==> src/design/mrt_pkg.sv <==
// ----------------------------------------------------------------------------
// mrt_pkg: shared types, constants and arithmetic helpers
// Widths, register map, the configuration and result bundles, and the
// saturating and averaging functions used by the motion reversal tracker.
// ----------------------------------------------------------------------------
package mrt_pkg;

  // Core widths.
  localparam int POS_W     = 32;  // relative position and extremes
  localparam int DELTA_W   = 16;  // sensor delta fields
  localparam int FRAC_W    = 8;   // fraction bits of the speed averages
  localparam int AVG_W     = 24;  // speed average field width
  localparam int EXT_W     = 32;  // extent field width
  localparam int MARGIN_W  = 16;
  localparam int SHIFT_W   = 4;

  // Derived widths.
  localparam int SUM_W  = ((POS_W > DELTA_W) ? POS_W : DELTA_W) + 1;
  localparam int NEG_W  = POS_W + 1;
  localparam int XW     = (NEG_W > EXT_W) ? NEG_W : EXT_W;
  localparam int CMP_W  = ((POS_W > MARGIN_W + 1) ? POS_W : MARGIN_W + 1) + 1;
  localparam int TGT_W  = DELTA_W + FRAC_W;
  localparam int TXW    = (TGT_W > AVG_W) ? TGT_W : AVG_W;

  // Saturation limits.
  localparam logic signed [SUM_W-1:0] POS_HI =
    {{(SUM_W-POS_W+1){1'b0}}, {(POS_W-1){1'b1}}};
  localparam logic signed [SUM_W-1:0] POS_LO =
    {{(SUM_W-POS_W+1){1'b1}}, {(POS_W-1){1'b0}}};
  localparam logic signed [XW-1:0] EXT_HI =
    {{(XW-EXT_W+1){1'b0}}, {(EXT_W-1){1'b1}}};
  localparam logic signed [XW-1:0] EXT_LO =
    {{(XW-EXT_W+1){1'b1}}, {(EXT_W-1){1'b0}}};
  localparam logic [AVG_W-1:0] AVG_MAX = {AVG_W{1'b1}};

  // Configuration port.
  localparam int APB_AW = 4;
  localparam int APB_DW = 32;

  typedef enum logic [1:0] {
    REG_MARGIN = 2'd0,
    REG_AVG_SHIFT = 2'd1,
    REG_DECAY_SHIFT = 2'd2
  } reg_idx_e;

  localparam logic [MARGIN_W-1:0] MARGIN_RST = MARGIN_W'(64);
  localparam logic [SHIFT_W-1:0]  AVG_SHIFT_RST = SHIFT_W'(8);
  localparam logic [SHIFT_W-1:0]  DECAY_SHIFT_RST = SHIFT_W'(5);

  // Item kinds.
  localparam logic OP_MOTION = 1'b0;
  localparam logic OP_TICK   = 1'b1;

  typedef struct packed {
    logic [MARGIN_W-1:0] margin;
    logic [SHIFT_W-1:0]  avg_shift;
    logic [SHIFT_W-1:0]  decay_shift;
  } cfg_t;

  typedef struct packed {
    logic                    reversed;
    logic                    rising_now;
    logic signed [EXT_W-1:0] extent_x;
    logic signed [EXT_W-1:0] extent_y;
    logic [AVG_W-1:0]        speed_x_avg;
    logic [AVG_W-1:0]        speed_y_avg;
  } res_t;

  // Clamp a position-plus-delta sum to the signed position range.
  function automatic logic signed [POS_W-1:0] sat_pos(input logic signed [SUM_W-1:0] v);
    logic signed [POS_W-1:0] r;
    if (v > POS_HI) begin
      r = POS_HI[POS_W-1:0];
    end else if (v < POS_LO) begin
      r = POS_LO[POS_W-1:0];
    end else begin
      r = v[POS_W-1:0];
    end
    return r;
  endfunction

  // Clamp a (possibly negated) position to the extent field range.
  function automatic logic signed [EXT_W-1:0] sat_ext(input logic signed [NEG_W-1:0] v);
    logic signed [XW-1:0] w;
    logic signed [EXT_W-1:0] r;
    w = XW'(v);
    if (w > EXT_HI) begin
      r = EXT_HI[EXT_W-1:0];
    end else if (w < EXT_LO) begin
      r = EXT_LO[EXT_W-1:0];
    end else begin
      r = w[EXT_W-1:0];
    end
    return r;
  endfunction

  // Exponential average of the delta magnitude in fixed point.
  function automatic logic [AVG_W-1:0] avg_update(input logic [AVG_W-1:0] avg,
                                                  input logic signed [DELTA_W-1:0] d,
                                                  input logic [SHIFT_W-1:0] sh);
    logic [DELTA_W-1:0] mag;
    logic [TXW-1:0]     tw;
    logic [AVG_W-1:0]   tgt;
    logic [AVG_W-1:0]   a0;
    logic [AVG_W-1:0]   r;
    mag = d[DELTA_W-1] ? DELTA_W'(-d) : d;
    tw  = TXW'(mag) << FRAC_W;
    tgt = (tw > TXW'(AVG_MAX)) ? AVG_MAX : tw[AVG_W-1:0];
    a0  = (avg == '0) ? tgt : avg;
    if (tgt >= a0) begin
      r = a0 + ((tgt - a0) >> sh);
    end else begin
      r = a0 - ((a0 - tgt) >> sh);
    end
    return r;
  endfunction

endpackage

==> src/design/mrt_cfg.sv <==
// ----------------------------------------------------------------------------
// mrt_cfg: configuration register file
// APB-style register block holding the reversal margin and the two shift
// amounts of the speed averages.
// ----------------------------------------------------------------------------
module mrt_cfg
  import mrt_pkg::*;
(
  input  logic              clk_i,
  input  logic              rst_ni,
  input  logic              psel,
  input  logic              penable,
  input  logic              pwrite,
  input  logic [APB_AW-1:0] paddr,
  input  logic [APB_DW-1:0] pwdata,
  output logic [APB_DW-1:0] prdata,
  output logic              pready,
  output cfg_t              cfg_o
);

  cfg_t     cfg_q, cfg_d;
  reg_idx_e idx;
  logic     wr_en;

  assign idx    = reg_idx_e'(paddr[3:2]);
  assign wr_en  = psel && penable && pwrite;
  assign pready = 1'b1;
  assign cfg_o  = cfg_q;

  // Register write decode.
  always_comb begin
    cfg_d = cfg_q;
    if (wr_en) begin
      unique case (idx)
        REG_MARGIN:      cfg_d.margin      = pwdata[MARGIN_W-1:0];
        REG_AVG_SHIFT:   cfg_d.avg_shift   = pwdata[SHIFT_W-1:0];
        REG_DECAY_SHIFT: cfg_d.decay_shift = pwdata[SHIFT_W-1:0];
        default: ;
      endcase
    end
  end

  always_ff @(posedge clk_i or negedge rst_ni) begin
    if (!rst_ni) begin
      cfg_q.margin      <= MARGIN_RST;
      cfg_q.avg_shift   <= AVG_SHIFT_RST;
      cfg_q.decay_shift <= DECAY_SHIFT_RST;
    end else begin
      cfg_q <= cfg_d;
    end
  end

  // Read-back mux.
  always_comb begin
    unique case (idx)
      REG_MARGIN:      prdata = APB_DW'(cfg_q.margin);
      REG_AVG_SHIFT:   prdata = APB_DW'(cfg_q.avg_shift);
      REG_DECAY_SHIFT: prdata = APB_DW'(cfg_q.decay_shift);
      default:         prdata = '0;
    endcase
  end

endmodule

==> src/design/mrt_core.sv <==
// ----------------------------------------------------------------------------
// mrt_core: tracking state and single-pass step logic
// Holds positions, extremes, direction and speed averages, and computes the
// result of one item combinationally; the state advances when step_i is high.
// ----------------------------------------------------------------------------
module mrt_core
  import mrt_pkg::*;
(
  input  logic                      clk_i,
  input  logic                      rst_ni,
  input  cfg_t                      cfg_i,
  input  logic                      step_i,
  input  logic                      op_i,
  input  logic signed [DELTA_W-1:0] dx_i,
  input  logic signed [DELTA_W-1:0] dy_i,
  output res_t                      res_o
);

  logic signed [POS_W-1:0] rel_x_q, rel_y_q, min_x_q, max_x_q, min_y_q, max_y_q;
  logic signed [POS_W-1:0] rel_x_d, rel_y_d, min_x_d, max_x_d, min_y_d, max_y_d;
  logic                    rising_q, rising_d, started_q, started_d;
  logic [AVG_W-1:0]        avg_x_q, avg_x_d, avg_y_q, avg_y_d;

  logic signed [POS_W-1:0] nx, ny, mnx, mxx, mny, mxy;
  logic signed [DELTA_W:0] dsum;
  logic                    dir;
  logic signed [CMP_W-1:0] lo_thr, hi_thr, ny_w;
  logic                    rev_up, rev_dn;

  // Position update with saturation, then extremes.
  always_comb begin
    nx  = sat_pos(SUM_W'(rel_x_q) + SUM_W'(dx_i));
    ny  = sat_pos(SUM_W'(rel_y_q) - SUM_W'(dy_i));
    mnx = (nx < min_x_q) ? nx : min_x_q;
    mxx = (nx > max_x_q) ? nx : max_x_q;
    mny = (ny < min_y_q) ? ny : min_y_q;
    mxy = (ny > max_y_q) ? ny : max_y_q;
  end

  // Direction: the first motion sample sets it from the sign of dx + dy.
  assign dsum = (DELTA_W+1)'(dx_i) + (DELTA_W+1)'(dy_i);
  assign dir  = started_q ? rising_q : !dsum[DELTA_W];

  // Reversal tests against the extremes with the hysteresis margin.
  assign ny_w   = CMP_W'(ny);
  assign lo_thr = CMP_W'(mny) + CMP_W'($signed({1'b0, cfg_i.margin}));
  assign hi_thr = CMP_W'(mxy) - CMP_W'($signed({1'b0, cfg_i.margin}));
  assign rev_up = !dir && (ny_w > lo_thr);
  assign rev_dn = dir && (ny_w < hi_thr);

  // Next state and result.
  always_comb begin
    rel_x_d   = rel_x_q;
    rel_y_d   = rel_y_q;
    min_x_d   = min_x_q;
    max_x_d   = max_x_q;
    min_y_d   = min_y_q;
    max_y_d   = max_y_q;
    rising_d  = rising_q;
    started_d = started_q;
    avg_x_d   = avg_x_q;
    avg_y_d   = avg_y_q;
    res_o     = '0;
    if (op_i == OP_TICK) begin
      avg_y_d = avg_y_q - (avg_y_q >> cfg_i.decay_shift);
    end else begin
      rel_x_d   = nx;
      rel_y_d   = ny;
      min_x_d   = mnx;
      max_x_d   = mxx;
      min_y_d   = mny;
      max_y_d   = mxy;
      started_d = 1'b1;
      rising_d  = dir;
      if (rev_up) begin
        rising_d        = 1'b1;
        res_o.reversed  = 1'b1;
        res_o.extent_x  = sat_ext(-NEG_W'(mnx));
        res_o.extent_y  = sat_ext(-NEG_W'(mny));
      end else if (rev_dn) begin
        rising_d        = 1'b0;
        res_o.reversed  = 1'b1;
        res_o.extent_x  = sat_ext(NEG_W'(mxx));
        res_o.extent_y  = sat_ext(NEG_W'(mxy));
      end
      if (rev_up || rev_dn) begin
        rel_x_d = '0;
        rel_y_d = '0;
        min_x_d = '0;
        max_x_d = '0;
        min_y_d = '0;
        max_y_d = '0;
      end
      avg_x_d = avg_update(avg_x_q, dx_i, cfg_i.avg_shift);
      avg_y_d = avg_update(avg_y_q, dy_i, cfg_i.avg_shift);
    end
    res_o.rising_now  = rising_d;
    res_o.speed_x_avg = avg_x_d;
    res_o.speed_y_avg = avg_y_d;
  end

  always_ff @(posedge clk_i or negedge rst_ni) begin
    if (!rst_ni) begin
      rel_x_q   <= '0;
      rel_y_q   <= '0;
      min_x_q   <= '0;
      max_x_q   <= '0;
      min_y_q   <= '0;
      max_y_q   <= '0;
      rising_q  <= 1'b0;
      started_q <= 1'b0;
      avg_x_q   <= '0;
      avg_y_q   <= '0;
    end else if (step_i) begin
      rel_x_q   <= rel_x_d;
      rel_y_q   <= rel_y_d;
      min_x_q   <= min_x_d;
      max_x_q   <= max_x_d;
      min_y_q   <= min_y_d;
      max_y_q   <= max_y_d;
      rising_q  <= rising_d;
      started_q <= started_d;
      avg_x_q   <= avg_x_d;
      avg_y_q   <= avg_y_d;
    end
  end

endmodule

==> src/design/motion_reversal_tracker.sv <==
// ----------------------------------------------------------------------------
// motion_reversal_tracker: sensor motion tracking with reversal detection
// Each item passes the input register and then the result register.
// Throughput: one item per cycle unless the master side stalls; the step logic
// between the two registers updates all tracking state combinationally.
// Reset: asynchronous, active low; clears tracking state, empties both
// registers and loads the register defaults. No clearing pass is needed.
// ----------------------------------------------------------------------------
module motion_reversal_tracker
  import mrt_pkg::*;
(
  input  logic              clk_i,
  input  logic              rst_ni,
  // Input stream
  input  logic              s_axis_tvalid,
  output logic              s_axis_tready,
  input  logic [31:0]       s_axis_tdata,   // delta_x[15:0], delta_y[31:16]
  input  logic [0:0]        s_axis_tuser,   // op[0]
  // Result stream
  output logic              m_axis_tvalid,
  input  logic              m_axis_tready,
  output logic [111:0]      m_axis_tdata,   // extent_x[31:0], extent_y[63:32],
                                            // speed_x_avg[87:64],
                                            // speed_y_avg[111:88]
  output logic [1:0]        m_axis_tuser,   // reversed[0], rising_now[1]
  // Configuration port
  input  logic              psel,
  input  logic              penable,
  input  logic              pwrite,
  input  logic [APB_AW-1:0] paddr,
  input  logic [APB_DW-1:0] pwdata,
  output logic [APB_DW-1:0] prdata,
  output logic              pready
);

  cfg_t                      cfg;
  res_t                      res;
  logic                      in_v_q, out_v_q;
  logic                      in_load, out_load;
  logic                      op_q;
  logic signed [DELTA_W-1:0] dx_q, dy_q;
  res_t                      out_q;

  mrt_cfg u_cfg (
    .clk_i  (clk_i),
    .rst_ni (rst_ni),
    .psel   (psel),
    .penable(penable),
    .pwrite (pwrite),
    .paddr  (paddr),
    .pwdata (pwdata),
    .prdata (prdata),
    .pready (pready),
    .cfg_o  (cfg)
  );

  // Stage handshake: the result register frees the input register.
  assign out_load      = !out_v_q || m_axis_tready;
  assign s_axis_tready = !in_v_q || out_load;
  assign in_load       = s_axis_tvalid && s_axis_tready;

  mrt_core u_core (
    .clk_i  (clk_i),
    .rst_ni (rst_ni),
    .cfg_i  (cfg),
    .step_i (in_v_q && out_load),
    .op_i   (op_q),
    .dx_i   (dx_q),
    .dy_i   (dy_q),
    .res_o  (res)
  );

  // Valid flags.
  always_ff @(posedge clk_i or negedge rst_ni) begin
    if (!rst_ni) begin
      in_v_q  <= 1'b0;
      out_v_q <= 1'b0;
    end else begin
      if (s_axis_tready) in_v_q <= s_axis_tvalid;
      if (out_load)      out_v_q <= in_v_q;
    end
  end

  // Payload registers.
  always_ff @(posedge clk_i) begin
    if (in_load) begin
      op_q <= s_axis_tuser[0];
      dx_q <= s_axis_tdata[DELTA_W-1:0];
      dy_q <= s_axis_tdata[2*DELTA_W-1:DELTA_W];
    end
    if (out_load && in_v_q) begin
      out_q <= res;
    end
  end

  assign m_axis_tvalid = out_v_q;
  assign m_axis_tdata  = {out_q.speed_y_avg, out_q.speed_x_avg,
                          out_q.extent_y, out_q.extent_x};
  assign m_axis_tuser  = {out_q.rising_now, out_q.reversed};

endmodule

==> config.mk <==
export PLATFORM = sky130hd
export DESIGN_NAME = motion_reversal_tracker
export DESIGN_NICKNAME = d
export VERILOG_FILES = /design/src/design/mrt_pkg.sv /design/src/design/mrt_cfg.sv /design/src/design/mrt_core.sv /design/src/design/motion_reversal_tracker.sv
export SDC_FILE = /design/constraint.sdc
export NUM_CORES = 2
export LEC_CHECK = 0
export ABC_CLOCK_PERIOD_IN_PS = 32800
export BUFFER_PORTS_ARGS = -buffer_cell sky130_fd_sc_hd__buf_2
export CAP_MARGIN = 20
export CORE_UTILIZATION = 50
export DETAILED_ROUTE_END_ITERATION = 8
export GPL_TIMING_DRIVEN = 0
export PLACE_DENSITY = 0.63
export SYNTH_ARGS = -nofsm -noshare
export SYNTH_HDL_FRONTEND = slang
export SYNTH_HIERARCHICAL = 1
export SYNTH_SLANG_ARGS = --single-unit
==> constraint.sdc <==
create_clock -name clk_i -period 32.8 [get_ports clk_i]
set_clock_uncertainty 0.05 [all_clocks]
set_input_delay 3.28 -clock clk_i [delete_from_list [all_inputs] [get_ports clk_i]]
set_output_delay 3.28 -clock clk_i [all_outputs]
set_load 0.02 [all_outputs]
==> impl_metrics.toml <==
[run_status]
status = "complete, no violations"

[setup_path]
r2r-end = "u_core/max_y_q[2]$_DFFE_PN0P_"
cp.arrival_ps = 19420
cp-startpoint = "dy_q[15]$_DFFE_PP_"
cp_slowest_cell = "buf_1"
r2r_cells = 58
rrSetupSlack_ps = 13840
cp-start-kind = "flop"
max_stage_delay_ps = 960
r2r_start = "dy_q[15]$_DFFE_PP_"
crit_type = "flop to flop"
crit_top_cell = "a21oi_1"
crit_fanout = 19
worst_ep_required_time_ps = 33260
worstSetupEndpointType = "flop"
critical_path.endpoint = "u_core/max_y_q[2]$_DFFE_PN0P_"

[clock_network]
worstSkewPairLatency_ps = 700
cts_tree = "done"
cts_hold_buf = 0
clk_pin_slew_worst_paths_ps = 60
clock_path_buffers = 3
clockRootBuffer = "clkbuf_16"
cts_resized = 0
numCtsBuffers = 52
cts_sinks = 415
cts_setup_buffers = 0
htreeDepth = 2

[layout]
nNetsFinal = 6703
regArea_sq_um = 11130
multi_input_area_sq_um = 32600
mostFrequentLayoutCell = "nand2_1"
mostFrequentLayoutCells = "nand2_1, nor2_1, ha_1, a21oi_1, o21ai_0"
fillers = 8878
syn_to_final_growth_pct = 10.13
final_area_sq_um = 51230
drive_above_1_share = 0.09405

[timing]
rsz0062_at_grt = "no"
tightest_slew_ps = 1227
setup_violations = 0
setup_tns_ps = 0
finalCritPeriodShare = 0.5780
fmax_mhz = 52.75
slew_headroom = 0.1823
finalCriticalPeriod_ps = 18960
maxSlewViolCount = 0
hold_violations = 0

[floorplanning]
rows = 111
die_y_microns = 307.0
ios = 225
core_sq_um = 91940
die_w_microns = 307.0
dieArea_sq_um = 94250
initial_utilization = 0.5059

[global_routing]
grt_max_degree = 107
grt_pass1_vias = 44940
antenna_found_initial = 7
grt-ovfl-total = 0
grt_usage = 0.3892
grt_pass1_wl_mm = 280.8

[flow_run]
drv_cap = 0

[synthesis]
syn_inst = 5890
syn_area_sq_um = 46510
yosysTopAreaCellShare = 0.1420
ys.warnings.count = 6
yosysUniqueCellTypes = 119
synth_edf_count = 147
synth_seq_cells = 415
yosysTopAreaCell = "dfrtp_1"
synthFlopType = "dfrtp_1"
synthTopCellsByArea = "dfrtp_1, ha_1, edfxtp_1"
synth.avg_cell_area_sq_um = 7.897
ys_seq_area_frac = 0.2392
async_flop_share = 0.6458

[placed_design]
portBuffers = 187
place_hpwl_mm = 149.9
dpl_cell_area_sq_um = 49360
gp_congestion = 1.016

[route]
drt_first_pass_iters = 6
drc = 0
routed_wirelength_mm = 188.5
vias_per_cell = 6.395
antenna_left = 0
routedWlPerCell_microns = 25.25
vias = 47750
initialDrtViolationCount = 4831

[worst_hold_path]
hp-class = "flop to flop"
kinds of logic (layout without fill, tap and decap cells):
family	after synthesis	count (layout)	share of synthesized area
flip-flops	415	415	0.2392
adder cells (fa/ha/maj)	484	484	0.1299
AND/OR/NAND/NOR	1887	1887	0.1930
multiplexers	238	238	0.05929
buffers and inverters	718	1033	0.06133
other	2	21	0.0001615
AO/OA/AOI/OAI	1823	1823	0.2559
XOR/XNOR	323	323	0.06128
metal layers:
layer,share of wire,wire [microns],global-route usage
met1,0.41,77370,0.5041
met2,0.45,84620,0.6238
met3,0.081,15310,0.05803
met4,0.060,11240,0.2112
met5,0.000064,12,0
synth_stat cells (21+ instances only):
library cell and instances:
ha_1 442, o41ai_1 27, nand4_1 62, mux2_2 79, a211o_1 23, maj3_1 33
a211oi_1 94, clkbuf_1 270, o211ai_1 40, a21boi_0 21, buf_4 22, or3_1 58
xnor2_1 212, nor2_1 452, edfxtp_1 147, o21a_1 55, nand2b_1 47, nand3_1 152
nand2_1 638, buf_1 33, nor3_1 141, o21ai_0 426, o22ai_1 49, xor2_1 109
mux2i_1 130, o21bai_1 38, a21oi_1 441, nor4_1 47, o31ai_1 117, and3_1 44
a31oi_1 61, inv_1 359, buf_2 27, a21o_1 161, dfrtp_1 264, nor2b_1 61
and2_1 63, or2_2 31, a22o_1 30
flip-flops by register name, indices dropped and copies added, names as in the netlist, 32 cells and up:
name            flops
m_axis_tdata      112
u_core/max_x_q     32
u_core/max_y_q     32
u_core/min_x_q     32
u_core/min_y_q     32
u_core/rel_x_q     32
u_core/rel_y_q     32
worst max-delay path: cells and delay by family, from the launching register on:
family	cells	cell delay, ps
XOR/XNOR	1	70
AO/OA/AOI/OAI	24	7600
adder cells (fa/ha/maj)	4	1310
buffers and inverters	10	4740
AND/OR/NAND/NOR	19	4530
flip-flops	1	490
worst min path at each step:
stage	from	end	slack, ps	depth (start not counted)
after floorplan	u_core/min_y_q[27]$_DFFE_PN0P_	u_core/min_y_q[27]$_DFFE_PN0P_	390	2
after global placement	u_core/min_y_q[27]$_DFFE_PN0P_	u_core/min_y_q[27]$_DFFE_PN0P_	410	2
after detailed placement	u_core/min_y_q[16]$_DFFE_PN0P_	u_core/min_y_q[16]$_DFFE_PN0P_	420	2
after CTS	u_core/min_y_q[16]$_DFFE_PN0P_	u_core/min_y_q[16]$_DFFE_PN0P_	430	2
after global routing	u_core/rel_x_q[17]$_DFFE_PN0P_	u_core/rel_x_q[17]$_DFFE_PN0P_	450	2
final	u_core/max_y_q[17]$_DFFE_PN0P_	u_core/max_y_q[17]$_DFFE_PN0P_	430	2
area by class of cell:
| class | count | share of cell area |
|---|---|---|
| multi-input combinational | 4772 | 0.6364 |
| sequential | 415 | 0.2172 |
| tap | 1243 | 0.03036 |
| clock buffer | 76 | 0.02975 |
| buffer | 357 | 0.02926 |
| inverter | 361 | 0.02645 |
| timing repair buffer | 217 | 0.02526 |
| clock inverter | 22 | 0.005154 |
| antenna | 4 | 0.0001954 |
metrics by stage:
stage / cells / setup WS (ps) / util / hold WS (ps)
6_report: 7467 / 13840 / 0.5572 / 426.5
5_1_grt: 7463 / 13190 / 0.5571 / 450.3
3_5_place_dp: 7359 / 14430 / 0.5369 / 415.6
3_3_place_gp: 7335 / 14460 / 0.5336 / 408.5
2_1_floorplan: 5905 / 19650 / - / 392.8
4_1_cts: 7457 / 14420 / 0.5563 / 429.0
Power is not shown: default switching activity piles up to over one toggle a cycle in this logic, so the estimate is an artifact.
